--- src/rtl/lirgr_pkg.sv ---
`timescale 1ns / 1ps
// Shared constants, result and register codes, and controller/datapath handoff types.
package lirgr_pkg;

  localparam int SAMPLE_BITS           = 16;
  localparam int MAX_OUTPUTS_PER_FRAME = 16;
  localparam int CNT_W = (MAX_OUTPUTS_PER_FRAME > 1) ? $clog2(MAX_OUTPUTS_PER_FRAME) : 1;

  localparam int PHASE_W    = 20;
  localparam int GAIN_W     = 16;
  localparam int SCALE_W    = 16;
  localparam int KIND_W     = 2;
  localparam int CFG_IDX_W  = 2;
  localparam int CFG_DATA_W = 20;

  localparam logic [KIND_W-1:0] KIND_FRAME   = 2'd0;
  localparam logic [KIND_W-1:0] KIND_REFUSED = 2'd1;
  localparam logic [KIND_W-1:0] KIND_GAIN    = 2'd2;

  localparam logic [CFG_IDX_W-1:0] CFG_PHASE_STEP   = 2'd0;
  localparam logic [CFG_IDX_W-1:0] CFG_OUTPUT_SCALE = 2'd1;
  localparam logic [CFG_IDX_W-1:0] CFG_PAUSE        = 2'd2;

  localparam logic [PHASE_W-1:0] PHASE_ONE      = 20'h10000;
  localparam logic [PHASE_W-1:0] PHASE_MAX      = 20'hFFFFF;
  localparam logic [PHASE_W-1:0] PHASE_STEP_RST = 20'h10000;
  localparam logic [SCALE_W-1:0] SCALE_RST      = 16'h8000;

  localparam logic [GAIN_W-1:0] GAIN_ONE   = 16'd32768;
  localparam logic [GAIN_W-1:0] STEP_MAX   = 16'd1638;
  localparam logic [GAIN_W-1:0] SILENT_MAX = 16'd3;

  typedef struct packed {
    logic load_item;
    logic prime;
    logic tick;
    logic refuse;
    logic frame;
    logic lin;
    logic mlo;
    logic mhi;
    logic emit;
  } dp_cmd_t;

  typedef struct packed {
    logic is_tick;
    logic refuse;
    logic prime_empty;
    logic emit_more;
    logic last;
    logic out_free;
  } dp_stat_t;

endpackage

--- src/rtl/lirgr_ctrl.sv ---
`timescale 1ns / 1ps
// Sequencer that steps the datapath through ticks, refusals, priming and output frames.
module lirgr_ctrl (
  input  logic                clk,
  input  logic                rst,
  input  logic                in_valid,
  output logic                in_ready,
  input  lirgr_pkg::dp_stat_t stat,
  output lirgr_pkg::dp_cmd_t  cmd
);
  import lirgr_pkg::*;

  typedef enum logic [9:0] {
    ST_IDLE   = 10'b00_0000_0001,
    ST_DECODE = 10'b00_0000_0010,
    ST_TICK   = 10'b00_0000_0100,
    ST_REFUSE = 10'b00_0000_1000,
    ST_FRAME  = 10'b00_0001_0000,
    ST_CHECK  = 10'b00_0010_0000,
    ST_LIN    = 10'b00_0100_0000,
    ST_MLO    = 10'b00_1000_0000,
    ST_MHI    = 10'b01_0000_0000,
    ST_EMIT   = 10'b10_0000_0000
  } state_t;

  state_t state;
  state_t state_next;

  always_ff @(posedge clk) begin
    if (rst) begin
      state <= ST_IDLE;
    end else begin
      state <= state_next;
    end
  end

  always_comb begin
    state_next = state;
    cmd        = '0;
    in_ready   = 1'b0;
    unique case (state)
      ST_IDLE: begin
        in_ready = 1'b1;
        if (in_valid) begin
          cmd.load_item = 1'b1;
          state_next    = ST_DECODE;
        end
      end
      ST_DECODE: begin
        if (stat.is_tick) begin
          state_next = ST_TICK;
        end else if (stat.refuse) begin
          state_next = ST_REFUSE;
        end else if (stat.prime_empty) begin
          // first frame only fills the older slot
          cmd.prime  = 1'b1;
          state_next = ST_IDLE;
        end else begin
          state_next = ST_FRAME;
        end
      end
      ST_TICK: begin
        if (stat.out_free) begin
          cmd.tick   = 1'b1;
          state_next = ST_IDLE;
        end
      end
      ST_REFUSE: begin
        if (stat.out_free) begin
          cmd.refuse = 1'b1;
          state_next = ST_IDLE;
        end
      end
      ST_FRAME: begin
        cmd.frame  = 1'b1;
        state_next = ST_CHECK;
      end
      ST_CHECK: begin
        state_next = stat.emit_more ? ST_LIN : ST_IDLE;
      end
      ST_LIN: begin
        cmd.lin    = 1'b1;
        state_next = ST_MLO;
      end
      ST_MLO: begin
        cmd.mlo    = 1'b1;
        state_next = ST_MHI;
      end
      ST_MHI: begin
        cmd.mhi    = 1'b1;
        state_next = ST_EMIT;
      end
      ST_EMIT: begin
        // hold the rounded beat until the output register frees up
        if (stat.out_free) begin
          cmd.emit   = 1'b1;
          state_next = stat.last ? ST_IDLE : ST_LIN;
        end
      end
      default: begin
        state_next = ST_IDLE;
      end
    endcase
  end

endmodule

--- config.mk ---
export PLATFORM = sky130hd
export DESIGN_NAME = lirgr_ctrl
export DESIGN_NICKNAME = d
export VERILOG_FILES = /design/src/rtl/lirgr_pkg.sv /design/src/rtl/lirgr_ctrl.sv
export SDC_FILE = /design/constraint.sdc
export NUM_CORES = 1
export LEC_CHECK = 0
export BUFFER_PORTS_ARGS = -buffer_cell sky130_fd_sc_hd__buf_2
export CORE_UTILIZATION = 50
export CTS_BUF_LIST = sky130_fd_sc_hd__clkbuf_8
export DETAILED_ROUTE_END_ITERATION = 7
export PLACE_DENSITY_LB_ADDON = 0.05
export SKIP_CTS_REPAIR_TIMING = 1
export SYNTH_ARGS = -nofsm -noshare
export SYNTH_HDL_FRONTEND = slang
export SYNTH_SLANG_ARGS = --single-unit
export TNS_END_PERCENT = 30
--- constraint.sdc ---
create_clock -name clk -period 2 [get_ports clk]
set_input_delay 0.3 -clock clk [delete_from_list [all_inputs] [get_ports clk]]
set_output_delay 0.3 -clock clk [all_outputs]
set_load 0.05 [all_outputs]
==> results by group, run 1 <==
Die
  • Starting Density: 53.2%
  • IO Count: 19
  • Die height: 39.2 µm
  • Row cnt: 13
  • CORE AREA: 1300 µm²
  • Die area: 1540 µm²
  • DIE WIDTH: 39.2 µm

Power and ir drop
  • Int Pwr: 0.388 mW
  • Comb pwr share: 23.8%
  • Final Power: 0.568 mW
  • Leak: 0.418 nW
  • Sw Ratio: 31.8%
  • Peak VDD IR: 339 µV
  • Clk pwr share: 37.9%
  • Switch Pwr: 0.181 mW
  • Flop pwr share: 38.3%
  • Cell Pwr Density: 627 nW/µm²

Global route
  • Vias in the first global route: 589
  • Gr usage total: 25.7%
  • Initial antenna violation count: 0
  • Grt total ovfl: 0
  • First-pass GRT wire length: 2590 µm
  • Pin count of the biggest net entering global routing: 9

Setup path
  • Reg2reg path depth: 5
  • Crit path DAT: 1700 ps
  • Critical path class: reg2out
  • Slowest CP cell: dfxtp_1
  • Crit. End Element: output port
  • CP cell instances: nor4_4 > nand3_4 > nor2_4 > and2_1 > clkbuf_4
  • CP top delay family: simple AND/OR/NAND/NOR gates
  • Critical path peak fanout: 8
  • Worst Path Required: 1700 ps
  • Worst setup SP type: register
  • CP bufs+invs: 1
  • CP peak stage delay: 390 ps
  • CP Depth: 5

Yosys
  • Synth Register Bits: 10
  • Cell area after synthesis: 692 µm²
  • Largest family of logic cells by synthesized area: simple AND/OR/NAND/NOR gates
  • Synthesized net count: 92
  • Post-Syn Instances: 83
  • Simple-Gate Fraction of Synth Area: 47.9%
  • Multiplexer area fraction after synthesis: 0%
  • Sequential share of the synthesized area: 28.9%
  • Avg Inst Size Synth: 8.34 µm²
  • Adder-cell share of the synthesized area: 0%
  • Post-synthesis xor/xnor area fraction: 3.80%
  • Ys Warns: 0
  • Post-synth EDFFs: 0
  • Synth cell types: 33
  • Synth Flop Type: dfxtp_1
  • Fraction of registers with async set/reset: 0%
  • Complex-gate fraction of the synthesized area: 13.9%

STA
  • Worst hold slack: 246 ps
  • Setup slack after layout: 0.908 ps
  • Final-report max-slew violation count: 0
  • Worst slew pin tran: 390 ps
  • Clock skew: 3.31 ps
  • Part of the cycle the worst path needs: 100%
  • Relative slew slack: 73.7%
  • Final setup vio count: 0
  • RSZ-0062 raised after global routing: yes
  • Post-route minimum period: 2000 ps
  • Max Freq: 500 MHz
  • Setup tns final: 0 ps
  • Fin. Hold Viols: 0

Placement
  • Placed Cells: 117
  • Placed cell areas: 813 µm²
  • Pre-CTS WS: 154 ps
  • GPL Wtd Cong: 0.884
  • HPWL Detailed: 1310 µm
  • I/O Buffers: 18

Route
  • Drt drc: 0
  • Wirelength per Cell: 15.5 µm
  • Avg Vias per Cell: 6.07
  • Vias: 728
  • Pre-Repair DR Iteration Count: 4
  • Final ANT Viol Nets: 0
  • Drt initial violations: 30
  • Drt total wl: 1860 µm

Clock tree
  • Clock sinks: 10
  • H-tree levels: 1
  • CTS tree: done
  • Clk buf depth: 2
  • CTS clock-pin slew for the worst setup and hold paths: 50 ps
  • Worst skew pair latency: 240 ps
  • Root Buffer: clkbuf_8
  • CTS Buf Count: 3

Layout
  • Area Overhead vs Synth: 31.1%
  • Diode count: 0
  • Nets: 116
  • Biggest register: state
  • Fin util: 69.7%
  • Commonest non-fill, non-tap cells in the layout: nor2_1, buf_2, dfxtp_1, nor3_1, nand2_1
  • Biggest regs: state (10)
  • Non-filler cells, final: 120
  • Proportion of layout cells with a drive suffix above 1: 38.1%
  • Max reg flops: 10
  • Final Cell Area: 907 µm²

Status
  • Run status: finished, final reports clean

Flow run
  • Max cap viols: 0

Hold path
  • Worst Hold Class: in2reg
  • Hold path cells: 2
synth_stat cells (2+ instances only):
cell	count	area [µm²]
nor2_1	15	56.3
dfxtp_1	10	200
nor3_1	9	45.0
nand2_1	5	18.8
nor4b_1	4	35.0
nand3_1	3	15.0
xor2_1	3	26.3
a211oi_1	2	15.0
a21oi_1	2	10.0
a22oi_1	2	15.0
and3b_1	2	17.5
buf_6	2	22.5
inv_1	2	7.51
nand2b_1	2	12.5
o21ai_0	2	10.0
power by group through the flow:
stage | clock network (mW) | logic [mW] | registers (mW)
2_1_floorplan | 0 | 0.0937 | 0.217
3_3_place_gp | 0 | 0.124 | 0.219
3_5_place_dp | 0 | 0.125 | 0.220
4_1_cts | 0.213 | 0.127 | 0.216
5_1_grt | 0.219 | 0.144 | 0.219
6_report | 0.215 | 0.136 | 0.217
cell families after synthesis:
group | Yosys count
AO/OA/AOI/OAI | 12
XOR/XNOR | 3
buffers and inverters | 5
flip-flops | 10
AND/OR/NAND/NOR | 53
routing by layer:
layer,routed length (µm),GRT usage [%],part of all wire (%),up-vias
met5,0,0,0,-
met2,871,38.3,47,29
li1,-,-,-,351
met4,55,12.9,3.0,0
met3,109,5.20,5.9,8
met1,822,34.4,44,340
cell type report:
class,count,area (µm²)
timing repair buffer,22,136
multi-input combinational,68,502
inverter,2,7.51
clock buffer,3,41.3
tap,15,18.8
fill,119,394
sequential,10,201
path summary, 6_finish.rpt:
path / start / end / slack, ps
setup / recovery: state[5] / cmd[8] / 0.9
hold / removal: stat[3] / state[4] / 250
setup reg to reg: state[2] / state[4] / 250
hold reg to reg: state[7] / state[8] / 580
Note: power is estimated with default switching activity, not from simulation.
==> inputs of run 2 (changes only) <==
MAX_ROUTING_LAYER = met4   (was unset)
==> results by group, run 2 (synthesis results as in run 1) <==
Hold path
  • Worst Hold Class: in2reg (unchanged)

Route
  • Drt total wl: 1860 µm (unchanged)
  • Wirelength per Cell: 15.5 µm (unchanged)
  • Pre-Repair DR Iteration Count: 4 (unchanged)
  • Avg Vias per Cell: 6.07 (unchanged)
  • Final ANT Viol Nets: 0 (unchanged)
  • Vias: 728 (unchanged)
  • Drt drc: 0 (unchanged)
  • Drt initial violations: 30 (unchanged)

Power and ir drop
  • Clk pwr share: 37.9% (about the same)
  • Leak: 0.418 nW (unchanged)
  • Cell Pwr Density: 627 nW/µm² (about the same)
  • Sw Ratio: 31.8% (about the same)
  • Int Pwr: 0.388 mW (unchanged)
  • Flop pwr share: 38.3% (about the same)
  • Comb pwr share: 23.8% (about the same)
  • Switch Pwr: 0.181 mW (about the same)
  • Peak VDD IR: 339 µV (about the same)

STA
  • Part of the cycle the worst path needs: 100% (about the same)
  • Fin. Hold Viols: 0 (unchanged)
  • Worst slew pin tran: 390 ps (unchanged)
  • Worst hold slack: 246 ps (about the same)
  • RSZ-0062 raised after global routing: yes (unchanged)
  • Max Freq: 500 MHz (unchanged)
  • Clock skew: 3.31 ps (about the same)
  • Relative slew slack: 73.7% (unchanged)
  • Post-route minimum period: 2000 ps (about the same)
  • Final setup vio count: 0 (unchanged)
  • Setup tns final: 0 ps (unchanged)
  • Final-report max-slew violation count: 0 (unchanged)

Setup path
  • Crit path launch: state[5] (unchanged)
  • Critical path peak fanout: 8 (unchanged)
  • CP top delay family: simple AND/OR/NAND/NOR gates (unchanged)
  • Worst setup SP type: register (unchanged)
  • Crit. End Element: output port (unchanged)
  • Slowest CP cell: dfxtp_1 (unchanged)
  • CP cell instances: nor4_4 > nand3_4 > nor2_4 > and2_1 > clkbuf_4 (unchanged)
  • CP Depth: 5 (unchanged)
  • Worst r2r src: state[2] (unchanged)
  • FF-to-FF End: state[4] (unchanged)
  • Crit path DAT: 1700 ps (about the same)
  • CP endpoint: cmd[8] (unchanged)
  • Register-to-register path setup slack: 250 ps (about the same)
  • CP bufs+invs: 1 (unchanged)
  • Reg2reg path depth: 5 (unchanged)
  • Critical path class: reg2out (unchanged)
  • Worst Path Required: 1700 ps (about the same)
  • CP peak stage delay: 390 ps (about the same)

Layout
  • Proportion of layout cells with a drive suffix above 1: 38.1% (unchanged)
  • Commonest non-fill, non-tap cells in the layout: nor2_1, buf_2, dfxtp_1, nor3_1, nand2_1 (unchanged)
  • Reg area: 201 µm² (unchanged)
  • Area of the multi-input gates: 502 µm² (unchanged)
  • Nets: 116 (unchanged)
  • Diode count: 0 (unchanged)
  • Biggest regs: state (10) (unchanged)
  • Biggest register: state (unchanged)
  • Area Overhead vs Synth: 31.1% (unchanged)
  • # fillers: 119 (unchanged)
  • Max reg flops: 10 (unchanged)

Die
  • IO Count: 19 (unchanged)
  • Die area: 1540 µm² (unchanged)
  • Row cnt: 13 (unchanged)
  • CORE AREA: 1300 µm² (unchanged)
  • Die height: 39.2 µm (unchanged)
  • Starting Density: 53.2% (unchanged)
  • DIE WIDTH: 39.2 µm (unchanged)

Clock tree
  • Root Buffer: clkbuf_8 (unchanged)
  • CTS tree: done (unchanged)
  • CTS Buf Count: 3 (unchanged)
  • H-tree levels: 1 (unchanged)
  • Clock sinks: 10 (unchanged)
  • CTS clock-pin slew for the worst setup and hold paths: 50 ps (about the same)
  • Clk buf depth: 2 (unchanged)
  • Worst skew pair latency: 240 ps (about the same)

Placement
  • HPWL Detailed: 1310 µm (unchanged)
  • I/O Buffers: 18 (unchanged)
  • GPL Wtd Cong: 0.899 (was 0.884)

Flow run
  • Max cap viols: 0 (unchanged)

Global route
  • Grt total ovfl: 0 (unchanged)
  • Initial antenna violation count: 0 (unchanged)
  • Vias in the first global route: 589 (unchanged)
  • Gr usage total: 26.3% (was 25.7%)
  • First-pass GRT wire length: 2580 µm (was 2590 µm)
  • Pin count of the biggest net entering global routing: 9 (unchanged)

Status
  • Run status: finished, final reports clean (unchanged)
-- run 2: cell counts in the layout (fill, tap and decap cells not counted) --
Identical to the previous run, type by type.
-- run 2: area by class of cell --
class | count | share of cell area, %
multi-input combinational | 68 | 55.3
sequential | 10 | 22.2
timing repair buffer | 22 | 15.0
clock buffer | 3 | 4.55
tap | 15 | 2.07
inverter | 2 | 0.828
-- run 2: per-stage QoR --
step	cells	setup WS (ps)	total power [mW]	utilization, %	instance area, µm²
2_1_floorplan	83	-106	0.311	-	704
3_3_place_gp	117	196	0.343	62.5	813
3_5_place_dp	117	154	0.344	62.5	813
4_1_cts	120	-132	0.556	65.7	855
5_1_grt	120	-89.2	0.581	69.7	907
6_report	120	0.908	0.568	69.7	907
-- run 2: how the worst min path moves through the flow --
stage | from | end | slack, ps | cells after the start
floorplan | stat[3] | state[4] | 370 | 1
global placement | stat[3] | state[4] | 490 | 2
detailed placement | stat[3] | state[4] | 500 | 2
CTS | stat[3] | state[4] | 250 | 2
global route | stat[3] | state[4] | 250 | 2
finish | stat[3] | state[4] | 250 | 2
-- run 2: power by group through the flow --
stage               logic, mW  clock network, mW  registers, mW
floorplan              0.0937                  0          0.217
finish                  0.136              0.215          0.217
detailed placement      0.125                  0          0.220
global route            0.144              0.219          0.219
CTS                     0.127              0.213          0.216
global placement        0.124                  0          0.219
-- run 2: per-layer routing --
| metal | GRT usage, % | up-vias | wire [µm] |
|---|---|---|---|
| met3 | 5.20 | 8 | 109 |
| met5 | - | - | 0 |
| met4 | 12.9 | 0 | 55 |
| met2 | 38.3 | 29 | 871 |
| li1 | - | 351 | - |
| met1 | 34.4 | 340 | 822 |
-- run 2: worst register-to-register path, stage by stage, from the launching register on --
cell	delay, ps
dfxtp_1	520
xor2_1	140
o2111ai_2	240
nor2_2	70
or3_4	420
nor4b_2	260
